`src/hw/rtl/parallel_nor_flash_command_sequencer_unit_macros.svh`:
```
// Assertion macros used by the flash command sequencer top module.
// Each macro expects signals named clk and rst_n in the including scope.
`ifndef PARALLEL_NOR_FLASH_COMMAND_SEQUENCER_UNIT_MACROS_SVH
`define PARALLEL_NOR_FLASH_COMMAND_SEQUENCER_UNIT_MACROS_SVH

// The consequent must hold in the same cycle as the antecedent.
`define PNFCS_ASSERT_SAME(lbl, ante, cons, msg) \
  lbl: assert property (@(posedge clk) disable iff (!rst_n) (ante) |-> (cons)) \
    else $error(msg);

// The consequent must hold in the cycle after the antecedent.
`define PNFCS_ASSERT_NEXT(lbl, ante, cons, msg) \
  lbl: assert property (@(posedge clk) disable iff (!rst_n) (ante) |=> (cons)) \
    else $error(msg);

`endif

```
`src/hw/rtl/pnfcs_pkg.sv`:
```
// Shared types, codes and bus-cycle sequence tables for the flash command sequencer.
// No dependencies; every other RTL file refers to this package by scoped names.
`default_nettype none

package pnfcs_pkg;

  localparam int AddrBits  = 20;
  localparam int DataBits  = 16;
  localparam int LimitBits = 28;
  localparam int Dq6Bit    = 6;

  localparam logic [LimitBits-1:0] PollLimitReset = 28'h0FFF_FFFF;

  // Request codes of the input channel.
  localparam logic [2:0] CMD_READ         = 3'd0;
  localparam logic [2:0] CMD_PROGRAM      = 3'd1;
  localparam logic [2:0] CMD_ERASE_SECTOR = 3'd2;
  localparam logic [2:0] CMD_ERASE_BLOCK  = 3'd3;
  localparam logic [2:0] CMD_ERASE_CHIP   = 3'd4;
  localparam logic [2:0] CMD_READ_DATA    = 3'd5;

  // Result kinds.
  localparam logic [1:0] KIND_WRITE  = 2'd0;
  localparam logic [1:0] KIND_READ   = 2'd1;
  localparam logic [1:0] KIND_FINISH = 2'd2;

  // JEDEC unlock addresses and data words, and the command bytes.
  localparam logic [AddrBits-1:0] UNLOCK_ADDR_1 = 20'h00555;
  localparam logic [AddrBits-1:0] UNLOCK_ADDR_2 = 20'h002AA;
  localparam logic [DataBits-1:0] UNLOCK_DATA_1 = 16'h00AA;
  localparam logic [DataBits-1:0] UNLOCK_DATA_2 = 16'h0055;
  localparam logic [DataBits-1:0] CMD_BYTE_PROG = 16'h00A0;
  localparam logic [DataBits-1:0] CMD_BYTE_ERAS = 16'h0080;
  localparam logic [DataBits-1:0] CMD_BYTE_SECT = 16'h0050;
  localparam logic [DataBits-1:0] CMD_BYTE_BLCK = 16'h0030;
  localparam logic [DataBits-1:0] CMD_BYTE_CHIP = 16'h0010;

  typedef enum logic [3:0] {
    PH_IDLE  = 4'b0001,
    PH_READ  = 4'b0010,
    PH_FIRST = 4'b0100,
    PH_POLL  = 4'b1000
  } phase_t;

  // Kind of result run that one accepted item causes.
  typedef enum logic [1:0] {
    RUN_READ_REQ = 2'd0,
    RUN_FINISH   = 2'd1,
    RUN_PROGRAM  = 2'd2,
    RUN_ERASE    = 2'd3
  } run_op_t;

  typedef struct packed {
    run_op_t             op;
    logic [AddrBits-1:0] addr;
    logic [DataBits-1:0] value;
    logic                success;
  } run_desc_t;

  typedef struct packed {
    logic [1:0]          kind;
    logic [AddrBits-1:0] addr;
    logic [DataBits-1:0] value;
    logic                success;
  } out_item_t;

  typedef struct packed {
    phase_t               phase;
    logic [LimitBits-1:0] poll_count;
    logic [LimitBits-1:0] poll_limit;
  } ctrl_status_t;

  // Index of the last result in a run.
  function automatic logic [2:0] run_last_idx(input run_op_t op);
    logic [2:0] res;
    case (op)
      RUN_PROGRAM: res = 3'd4;
      RUN_ERASE:   res = 3'd6;
      default:     res = 3'd0;
    endcase
    return res;
  endfunction

  // Result number idx of a run.
  function automatic out_item_t run_item(input run_desc_t d, input logic [2:0] idx);
    out_item_t r;
    r.kind    = KIND_WRITE;
    r.addr    = UNLOCK_ADDR_1;
    r.value   = UNLOCK_DATA_1;
    r.success = 1'b0;
    case (d.op)
      RUN_READ_REQ: begin
        r.kind  = KIND_READ;
        r.addr  = d.addr;
        r.value = '0;
      end
      RUN_FINISH: begin
        r.kind    = KIND_FINISH;
        r.addr    = d.addr;
        r.value   = d.value;
        r.success = d.success;
      end
      RUN_PROGRAM: begin
        case (idx)
          3'd1: begin
            r.addr  = UNLOCK_ADDR_2;
            r.value = UNLOCK_DATA_2;
          end
          3'd2: r.value = CMD_BYTE_PROG;
          3'd3: begin
            r.addr  = d.addr;
            r.value = d.value;
          end
          3'd4: begin
            r.kind  = KIND_READ;
            r.addr  = d.addr;
            r.value = '0;
          end
          default: ;
        endcase
      end
      default: begin
        case (idx) inside
          3'd1, 3'd4: begin
            r.addr  = UNLOCK_ADDR_2;
            r.value = UNLOCK_DATA_2;
          end
          3'd2: r.value = CMD_BYTE_ERAS;
          3'd5: begin
            r.addr  = d.addr;
            r.value = d.value;
          end
          3'd6: begin
            r.kind  = KIND_READ;
            r.addr  = d.addr;
            r.value = '0;
          end
          default: ;
        endcase
      end
    endcase
    return r;
  endfunction

endpackage

`default_nettype wire

```
`src/hw/rtl/pnfcs_in_if.sv`:
```
// Request channel of the flash command sequencer: valid, ready and the request payload.
// Depends on pnfcs_pkg for field widths.
`default_nettype none

interface pnfcs_in_if;
  logic                           valid;
  logic                           ready;
  logic [2:0]                     command;
  logic [pnfcs_pkg::AddrBits-1:0] target_address;
  logic [pnfcs_pkg::DataBits-1:0] program_value;
  logic [pnfcs_pkg::DataBits-1:0] returned_word;

  modport source (output valid, command, target_address, program_value, returned_word,
                  input ready);
  modport sink (input valid, command, target_address, program_value, returned_word,
                output ready);
endinterface

`default_nettype wire

```
`src/hw/rtl/pnfcs_out_if.sv`:
```
// Result channel of the flash command sequencer: valid, ready and one bus cycle or finish.
// Depends on pnfcs_pkg for field widths.
`default_nettype none

interface pnfcs_out_if;
  logic                           valid;
  logic                           ready;
  logic [1:0]                     kind;
  logic [pnfcs_pkg::AddrBits-1:0] bus_address;
  logic [pnfcs_pkg::DataBits-1:0] bus_value;
  logic                           success;
  logic                           last_of_run;

  modport source (output valid, kind, bus_address, bus_value, success, last_of_run,
                  input ready);
  modport sink (input valid, kind, bus_address, bus_value, success, last_of_run,
                output ready);
endinterface

`default_nettype wire

```
`src/hw/rtl/parallel_nor_flash_command_sequencer_unit.sv`:
```
// A request's first result passes from the run register into the output register.
// A read request, a poll step or a finish gives one result, a word program five and
// an erase seven, one result per cycle while the result channel does not stall.
// Input transfers that cause no result are also taken only while the emitter can accept.
// Reset (rst_n low, synchronous) returns to idle, clears the operation state and
// loads the poll limit with its maximum; the channels come up empty.
`default_nettype none

`include "parallel_nor_flash_command_sequencer_unit_macros.svh"

module parallel_nor_flash_command_sequencer_unit (
  input  wire logic                            clk,
  input  wire logic                            rst_n,
  pnfcs_in_if.sink                             in_ch,
  pnfcs_out_if.source                          out_ch,
  input  wire logic                            cfg_we,
  input  wire logic [pnfcs_pkg::LimitBits-1:0] cfg_wdata
);

  // An input transfer is decoded in the same cycle it is taken: the operation
  // state updates at that edge and the run of results it causes is captured in
  // the run register of the emitter. The emitter walks that run one bus cycle at
  // a time into the output register, so the next request or read-data transfer
  // is taken in the same cycle the last result of the current run moves out.
  logic                     in_fire;
  logic                     run_load;
  pnfcs_pkg::run_desc_t     run_desc;
  pnfcs_pkg::ctrl_status_t  status;
  pnfcs_pkg::out_item_t     out_item;
  logic                     emit_in_ready;
  logic                     emit_out_valid;
  logic                     emit_out_last;

  assign in_fire     = in_ch.valid && emit_in_ready;
  assign in_ch.ready = emit_in_ready;

  pnfcs_ctrl u_ctrl (
    .clk            (clk),
    .rst_n          (rst_n),
    .in_fire        (in_fire),
    .command        (in_ch.command),
    .target_address (in_ch.target_address),
    .program_value  (in_ch.program_value),
    .returned_word  (in_ch.returned_word),
    .cfg_we         (cfg_we),
    .cfg_wdata      (cfg_wdata),
    .run_load       (run_load),
    .run_desc       (run_desc),
    .status         (status)
  );

  pnfcs_emit u_emit (
    .clk       (clk),
    .rst_n     (rst_n),
    .run_load  (run_load),
    .run_desc  (run_desc),
    .in_ready  (emit_in_ready),
    .out_valid (emit_out_valid),
    .out_ready (out_ch.ready),
    .out_item  (out_item),
    .out_last  (emit_out_last)
  );

  // The result channel is driven straight from the output register.
  assign out_ch.valid       = emit_out_valid;
  assign out_ch.kind        = out_item.kind;
  assign out_ch.bus_address = out_item.addr;
  assign out_ch.bus_value   = out_item.value;
  assign out_ch.success     = out_item.success;
  assign out_ch.last_of_run = emit_out_last;

  // A request taken while idle always starts an operation.
  `PNFCS_ASSERT_NEXT(a_req_starts_op,
    in_fire && status.phase == pnfcs_pkg::PH_IDLE && (in_ch.command == pnfcs_pkg::CMD_READ ||
    in_ch.command == pnfcs_pkg::CMD_PROGRAM || in_ch.command == pnfcs_pkg::CMD_ERASE_SECTOR ||
    in_ch.command == pnfcs_pkg::CMD_ERASE_BLOCK || in_ch.command == pnfcs_pkg::CMD_ERASE_CHIP),
    status.phase != pnfcs_pkg::PH_IDLE, "request taken while idle did not start an operation")
  // A finish always closes the run of its transfer.
  `PNFCS_ASSERT_SAME(a_finish_is_last,
    emit_out_valid && out_item.kind == pnfcs_pkg::KIND_FINISH, emit_out_last,
    "finish result not marked last of run")
  // Only a finish carries a success flag.
  `PNFCS_ASSERT_SAME(a_success_on_finish_only,
    emit_out_valid && out_item.kind != pnfcs_pkg::KIND_FINISH, !out_item.success,
    "success flag set on a bus cycle")
  // While polling, the compare count stays below the limit.
  `PNFCS_ASSERT_SAME(a_poll_count_bound, status.phase == pnfcs_pkg::PH_POLL,
    status.poll_count < status.poll_limit, "poll count reached the limit while polling")

endmodule

`default_nettype wire

```
`src/hw/rtl/pnfcs_ctrl.sv`:
```
// Operation state and request decode: turns each accepted transfer that is not ignored into a run descriptor.
// Depends on pnfcs_pkg.
`default_nettype none

module pnfcs_ctrl (
  input  wire logic                            clk,
  input  wire logic                            rst_n,
  input  wire logic                            in_fire,
  input  wire logic [2:0]                      command,
  input  wire logic [pnfcs_pkg::AddrBits-1:0]  target_address,
  input  wire logic [pnfcs_pkg::DataBits-1:0]  program_value,
  input  wire logic [pnfcs_pkg::DataBits-1:0]  returned_word,
  input  wire logic                            cfg_we,
  input  wire logic [pnfcs_pkg::LimitBits-1:0] cfg_wdata,
  output logic                                 run_load,
  output pnfcs_pkg::run_desc_t                 run_desc,
  output pnfcs_pkg::ctrl_status_t              status
);

  pnfcs_pkg::phase_t               phase_r, phase_nxt;
  logic [pnfcs_pkg::AddrBits-1:0]  op_addr_r, op_addr_nxt;
  logic                            prev_tog_r, prev_tog_nxt;
  logic [pnfcs_pkg::LimitBits-1:0] poll_cnt_r, poll_cnt_nxt;
  logic [pnfcs_pkg::LimitBits-1:0] poll_limit_r;
  logic [pnfcs_pkg::LimitBits-1:0] cnt_inc;
  logic                            tog;

  assign tog     = returned_word[pnfcs_pkg::Dq6Bit];
  assign cnt_inc = poll_cnt_r + 1'b1;

  always_comb begin
    phase_nxt        = phase_r;
    op_addr_nxt      = op_addr_r;
    prev_tog_nxt     = prev_tog_r;
    poll_cnt_nxt     = poll_cnt_r;
    run_load         = 1'b0;
    run_desc.op      = pnfcs_pkg::RUN_FINISH;
    run_desc.addr    = op_addr_r;
    run_desc.value   = '0;
    run_desc.success = 1'b0;
    if (in_fire) begin
      unique case (command) inside
        pnfcs_pkg::CMD_READ: begin
          if (phase_r == pnfcs_pkg::PH_IDLE) begin
            run_load      = 1'b1;
            run_desc.op   = pnfcs_pkg::RUN_READ_REQ;
            run_desc.addr = target_address;
            op_addr_nxt   = target_address;
            phase_nxt     = pnfcs_pkg::PH_READ;
          end
        end
        pnfcs_pkg::CMD_PROGRAM: begin
          if (phase_r == pnfcs_pkg::PH_IDLE) begin
            run_load       = 1'b1;
            run_desc.op    = pnfcs_pkg::RUN_PROGRAM;
            run_desc.addr  = target_address;
            run_desc.value = program_value;
            op_addr_nxt    = target_address;
            phase_nxt      = pnfcs_pkg::PH_FIRST;
          end
        end
        pnfcs_pkg::CMD_ERASE_SECTOR, pnfcs_pkg::CMD_ERASE_BLOCK,
        pnfcs_pkg::CMD_ERASE_CHIP: begin
          if (phase_r == pnfcs_pkg::PH_IDLE) begin
            run_load    = 1'b1;
            run_desc.op = pnfcs_pkg::RUN_ERASE;
            phase_nxt   = pnfcs_pkg::PH_FIRST;
            if (command == pnfcs_pkg::CMD_ERASE_CHIP) begin
              // Chip erase ignores the address and polls the unlock address.
              run_desc.addr  = pnfcs_pkg::UNLOCK_ADDR_1;
              run_desc.value = pnfcs_pkg::CMD_BYTE_CHIP;
            end else begin
              run_desc.addr  = target_address;
              run_desc.value = (command == pnfcs_pkg::CMD_ERASE_SECTOR) ?
                               pnfcs_pkg::CMD_BYTE_SECT : pnfcs_pkg::CMD_BYTE_BLCK;
            end
            op_addr_nxt = run_desc.addr;
          end
        end
        pnfcs_pkg::CMD_READ_DATA: begin
          unique case (phase_r)
            pnfcs_pkg::PH_READ: begin
              run_load         = 1'b1;
              run_desc.value   = returned_word;
              run_desc.success = 1'b1;
              phase_nxt        = pnfcs_pkg::PH_IDLE;
            end
            pnfcs_pkg::PH_FIRST: begin
              run_load     = 1'b1;
              prev_tog_nxt = tog;
              poll_cnt_nxt = '0;
              if (poll_limit_r == '0) begin
                phase_nxt = pnfcs_pkg::PH_IDLE;
              end else begin
                run_desc.op = pnfcs_pkg::RUN_READ_REQ;
                phase_nxt   = pnfcs_pkg::PH_POLL;
              end
            end
            pnfcs_pkg::PH_POLL: begin
              run_load = 1'b1;
              if (tog == prev_tog_r) begin
                run_desc.success = 1'b1;
                phase_nxt        = pnfcs_pkg::PH_IDLE;
              end else begin
                prev_tog_nxt = tog;
                poll_cnt_nxt = cnt_inc;
                if (cnt_inc >= poll_limit_r) begin
                  phase_nxt = pnfcs_pkg::PH_IDLE;
                end else begin
                  run_desc.op = pnfcs_pkg::RUN_READ_REQ;
                end
              end
            end
            default: ;
          endcase
        end
        default: ;
      endcase
    end
  end

  always_ff @(posedge clk) begin
    if (!rst_n) begin
      phase_r      <= pnfcs_pkg::PH_IDLE;
      op_addr_r    <= '0;
      prev_tog_r   <= 1'b0;
      poll_cnt_r   <= '0;
      poll_limit_r <= pnfcs_pkg::PollLimitReset;
    end else begin
      phase_r    <= phase_nxt;
      op_addr_r  <= op_addr_nxt;
      prev_tog_r <= prev_tog_nxt;
      poll_cnt_r <= poll_cnt_nxt;
      if (cfg_we) begin
        poll_limit_r <= cfg_wdata;
      end
    end
  end

  assign status.phase      = phase_r;
  assign status.poll_count = poll_cnt_r;
  assign status.poll_limit = poll_limit_r;

endmodule

`default_nettype wire

```
`src/hw/rtl/pnfcs_emit.sv`:
```
// Run register and output register: expands one run descriptor into its bus cycles.
// Depends on pnfcs_pkg for the sequence tables.
`default_nettype none

module pnfcs_emit (
  input  wire logic                 clk,
  input  wire logic                 rst_n,
  input  wire logic                 run_load,
  input  wire pnfcs_pkg::run_desc_t run_desc,
  output logic                      in_ready,
  output logic                      out_valid,
  input  wire logic                 out_ready,
  output pnfcs_pkg::out_item_t      out_item,
  output logic                      out_last
);

  logic                 busy_r, busy_nxt;
  logic [2:0]           idx_r, idx_nxt;
  pnfcs_pkg::run_desc_t desc_r;
  logic                 out_valid_r, out_valid_nxt;
  pnfcs_pkg::out_item_t out_item_r;
  logic                 out_last_r;
  logic                 adv;
  logic                 at_last;

  // A result moves into the output register when it is empty or being drained.
  assign adv      = busy_r && (!out_valid_r || out_ready);
  assign at_last  = (idx_r == pnfcs_pkg::run_last_idx(desc_r.op));
  assign in_ready = !busy_r || (adv && at_last);

  always_comb begin
    busy_nxt      = busy_r;
    idx_nxt       = idx_r;
    out_valid_nxt = out_valid_r;
    if (adv) begin
      out_valid_nxt = 1'b1;
      idx_nxt       = idx_r + 3'd1;
      if (at_last) begin
        busy_nxt = 1'b0;
      end
    end else if (out_ready) begin
      out_valid_nxt = 1'b0;
    end
    if (run_load) begin
      busy_nxt = 1'b1;
      idx_nxt  = '0;
    end
  end

  always_ff @(posedge clk) begin
    if (!rst_n) begin
      busy_r      <= 1'b0;
      idx_r       <= '0;
      out_valid_r <= 1'b0;
    end else begin
      busy_r      <= busy_nxt;
      idx_r       <= idx_nxt;
      out_valid_r <= out_valid_nxt;
    end
  end

  always_ff @(posedge clk) begin
    if (run_load) begin
      desc_r <= run_desc;
    end
    if (adv) begin
      out_item_r <= pnfcs_pkg::run_item(desc_r, idx_r);
      out_last_r <= at_last;
    end
  end

  assign out_valid = out_valid_r;
  assign out_item  = out_item_r;
  assign out_last  = out_last_r;

endmodule

`default_nettype wire

```
`src/flat_wrapper.sv`:
```
// flat-port wrapper written by rule: the top's interface ports become plain ports
module parallel_nor_flash_command_sequencer_unit_flat 
  (clk, rst_n, cfg_we, cfg_wdata, in_ch_valid, in_ch_command, in_ch_target_address, in_ch_program_value, in_ch_returned_word, in_ch_ready, out_ch_valid, out_ch_kind, out_ch_bus_address, out_ch_bus_value, out_ch_success, out_ch_last_of_run, out_ch_ready);
  pnfcs_in_if in_ch_i ();
  pnfcs_out_if out_ch_i ();
  input  wire logic clk;
  input  wire logic rst_n;
  input  wire logic cfg_we;
  input  wire logic [pnfcs_pkg::LimitBits-1:0] cfg_wdata;
  input wire logic [$bits(in_ch_i.valid)-1:0] in_ch_valid;
  input wire logic [$bits(in_ch_i.command)-1:0] in_ch_command;
  input wire logic [$bits(in_ch_i.target_address)-1:0] in_ch_target_address;
  input wire logic [$bits(in_ch_i.program_value)-1:0] in_ch_program_value;
  input wire logic [$bits(in_ch_i.returned_word)-1:0] in_ch_returned_word;
  output wire logic [$bits(in_ch_i.ready)-1:0] in_ch_ready;
  output wire logic [$bits(out_ch_i.valid)-1:0] out_ch_valid;
  output wire logic [$bits(out_ch_i.kind)-1:0] out_ch_kind;
  output wire logic [$bits(out_ch_i.bus_address)-1:0] out_ch_bus_address;
  output wire logic [$bits(out_ch_i.bus_value)-1:0] out_ch_bus_value;
  output wire logic [$bits(out_ch_i.success)-1:0] out_ch_success;
  output wire logic [$bits(out_ch_i.last_of_run)-1:0] out_ch_last_of_run;
  input wire logic [$bits(out_ch_i.ready)-1:0] out_ch_ready;
  assign in_ch_i.valid = in_ch_valid;
  assign in_ch_i.command = in_ch_command;
  assign in_ch_i.target_address = in_ch_target_address;
  assign in_ch_i.program_value = in_ch_program_value;
  assign in_ch_i.returned_word = in_ch_returned_word;
  assign in_ch_ready = in_ch_i.ready;
  assign out_ch_valid = out_ch_i.valid;
  assign out_ch_kind = out_ch_i.kind;
  assign out_ch_bus_address = out_ch_i.bus_address;
  assign out_ch_bus_value = out_ch_i.bus_value;
  assign out_ch_success = out_ch_i.success;
  assign out_ch_last_of_run = out_ch_i.last_of_run;
  assign out_ch_i.ready = out_ch_ready;
  parallel_nor_flash_command_sequencer_unit u_core (.clk(clk), .rst_n(rst_n), .in_ch(in_ch_i), .out_ch(out_ch_i), .cfg_we(cfg_we), .cfg_wdata(cfg_wdata));
endmodule
```
`config.mk`:
```
export PLATFORM = sky130hd
export DESIGN_NAME = parallel_nor_flash_command_sequencer_unit_flat
export DESIGN_NICKNAME = d
export VERILOG_FILES = /design/src/hw/rtl/pnfcs_pkg.sv /design/src/hw/rtl/pnfcs_in_if.sv /design/src/hw/rtl/pnfcs_out_if.sv /design/src/hw/rtl/parallel_nor_flash_command_sequencer_unit.sv /design/src/hw/rtl/pnfcs_ctrl.sv /design/src/hw/rtl/pnfcs_emit.sv /design/src/flat_wrapper.sv
export VERILOG_INCLUDE_DIRS = /design/src /design/src/hw/rtl
export SDC_FILE = /design/constraint.sdc
export NUM_CORES = 1
export LEC_CHECK = 0
export BUFFER_PORTS_ARGS = -buffer_cell sky130_fd_sc_hd__buf_4
export CAP_MARGIN = 20
export CORE_MARGIN = 8
export CORE_UTILIZATION = 30
export DETAILED_ROUTE_END_ITERATION = 6
export PLACE_DENSITY = 0.46
export SLEW_MARGIN = 10
export SYNTH_ARGS = -nofsm -noshare
export SYNTH_HDL_FRONTEND = slang
export SYNTH_HIERARCHICAL = 1
export SYNTH_SLANG_ARGS = --single-unit
```
`constraint.sdc`:
```
create_clock -name clk -period 4.8 [get_ports clk]
set_input_delay 0.48 -clock clk [delete_from_list [all_inputs] [get_ports clk]]
set_output_delay 0.48 -clock clk [all_outputs]
set_load 0.02 [all_outputs]
```
==> metrics.yaml <==
status: "finished, final reports clean"
slew_headroom: 0.417
portBuffers: 129
synthArstFlopShare: 0
cp-end-kind: "flop"
syn_avg_cell_area_um2: 9.80
cts_tree: "done"
internal_power_mw: 2.44
hpwl_um: 15500
min_path_type: "in -> reg"
total_power_mw: 3.36
grt_pass1_wl_um: 33900
route.detailed.drc: 0
power_frac_comb: 0.115
worstPathArrival_ps: 4010
post-route-period-util: 0.772
syn_nets: 945
first_global_vias: 6232
cts_sinks: 165
tightest_slew_ps: 874
synth_common_cells: "dfxtp_1, nand2_1, edfxtp_1"
power_frac_seq: 0.479
synth_top_cell_area_share: 0.294
dieHeight_um: 180
vias: 6191
ys_types: 64
synth_ff_type: "dfxtp_1"
peakVddDrop_mv: 0.185
cts_buffers: 17
initial_core_util: 0.303
grt_max_degree: 60
grt-ovfl-total: 0
viasPerCell: 4.80
sw_frac_of_total: 0.274
drive_gt1_frac: 0.195
grt_setup_unrepaired: "false"
skew_ps: 16.2
diodes: 0
first_iter_violations: 315
detail-route-antenna-nets: 0
clock-root-buffer: "clkbuf_16"
ys_ff_latch: 165
fin_crit_ps: 3710
wl_um: 21300
crit_type: "reg -> reg"
synth-edff-count: 79
required_ps: 5110
power.switching_mw: 0.923
synth_warnings: 6
yosys.area.top_type: "edfxtp_1"
drv_slew: 0
nFillCells: 2684
post-cts-setup-buffers: 0
routabilityCongestion: 0.797
finalHoldViolations: 0
hold_buffers: 0
fmax_ghz: 0.270
cts_buffer_depth: 2
fin_nets: 1057
htreeDepth: 4
crit_fanout: 9
seq_area_frac_synth: 0.507
power.leakage_nw: 4.04
powerDensity_nw_per_um2: 339
start_kind: "flop"
antenna_found_initial: 0
areaGrowthSynthToFinish_pct: 22.9
io_pins: 130
synthTopCellsByArea: "edfxtp_1, dfxtp_1, ha_1"
path_clk_slew_ps: 80
final_cell_count_no_fill: 1289
drtPass1Iterations: 5
clockPowerShare: 0.406
synth.most_common_cell: "dfxtp_1"
placed_cells: 1257
setup-violations-final: 0
syn_inst: 823
syn_area_um2: 8070
die_w_um: 180
grtUsageTotal: 0.130
core_area_um2: 26700
cap_violations: 0
clk_latency_ps: 430
tns_ps: 0
std_cell_rows: 60
wire_per_inst_um: 16.5
die_area_um2: 32400
cts_repair_resize_count: 0
==> final timing paths <==
check                                from                        endpoint  slack, ps  depth (start not counted)
max           u_core/u_ctrl/poll_cnt_r[8]        u_core/u_ctrl/phase_r[0]       1090                         12
min                         cfg_wdata[18]  u_core/u_ctrl/poll_limit_r[18]        270                          3
max reg2reg   u_core/u_ctrl/poll_cnt_r[8]        u_core/u_ctrl/phase_r[0]       1090                         12
min reg2reg  u_core/u_ctrl/poll_cnt_r[26]    u_core/u_ctrl/poll_cnt_r[26]        470                          1
==> cells in the final DEF (no fill, tap or decap), types with 16 or more instances in the layout <==
master / n
a21o_1: 17
buf_4: 135
o211ai_1: 31
clkbuf_16: 17
ha_1: 34
inv_1: 38
nand2_1: 84
nor2_1: 67
and2_1: 33
dfxtp_1: 86
a21oi_1: 37
a22oi_1: 25
edfxtp_1: 79
o21ai_0: 46
xor2_1: 16
nand2b_1: 19
==> per-layer routing <==
| layer | part of all wire | wire length, µm | global-route usage |
|---|---|---|---|
| met4 | 0.0055 | 118 | 0.0287 |
| met1 | 0.48 | 10300 | 0.173 |
| met2 | 0.47 | 9960 | 0.213 |
| met5 | 0 | 0 | 0 |
| met3 | 0.042 | 887 | 0.0302 |
==> worst max-delay path: stages, from the launching register on <==
cell     delay, ps
dfxtp_1        420
and4_1         300
nand4_2        250
or2_2          400
nor3_1         360
xnor2_1        120
ha_1           300
nand4_1        150
nor4_1         410
a22oi_1        220
a31oi_1        310
nor3b_1         90
a211o_1        270
==> metrics by stage <==
step	cell area, µm²	utilization	setup WS (ps)	hold slack (ps)
floorplan	8070	-	1250	439
CTS	9910	0.372	1130	244
finish	9910	0.372	1090	266
global placement	9310	0.349	1210	468
detailed placement	9310	0.349	1160	462
global route	9910	0.372	674	248
==> final cells by class <==
| cell class | instances | area [µm²] | share of cell area |
|---|---|---|---|
| Clock buffer | 17 | 425 | 0.0429 |
| Timing Repair Buffer | 135 | 1010 | 0.102 |
| Sequential cell | 165 | 4090 | 0.413 |
| Multi-Input combinational cell | 575 | 3620 | 0.365 |
| Tap cell | 341 | 427 | 0.0430 |
| Clock inverter | 15 | 178 | 0.0179 |
| Inverter | 41 | 154 | 0.0155 |
==> power groups by stage <==
stage / clock network [mW] / logic, mW / registers [mW]
global placement: 0 / 0.395 / 1.64
floorplan: 0 / 0.215 / 1.66
global route: 1.47 / 0.432 / 1.62
finish: 1.36 / 0.387 / 1.61
CTS: 1.41 / 0.398 / 1.61
detailed placement: 0 / 0.395 / 1.65
==> registers in the layout (all words and copies together) (netlist names) <==
register                    flops
u_core/u_ctrl/op_addr_r        20
u_core/u_ctrl/phase_r           4
u_core/u_ctrl/poll_cnt_r       28
u_core/u_ctrl/poll_limit_r     28
u_core/u_ctrl/prev_tog_r        1
u_core/u_emit/busy_r            1
u_core/u_emit/desc_r           39
u_core/u_emit/idx_r             3
u_core/u_emit/out_item         39
u_core/u_emit/out_last          1
u_core/u_emit/out_valid         1
==> logic make-up (layout without fill, tap and decap cells) <==
group	Yosys count	count (layout)	share of synthesized area
buffers and inverters	83	208	0.0448
and+or+nand+nor	311	311	0.198
muxes	3	3	0.00372
adders and majority gates	34	34	0.0527
AOI/OAI and AO/OA	196	196	0.159
xor gates and xnor gates	31	31	0.0337
DFF	165	165	0.507
Power figures use the tool's default switching activity.
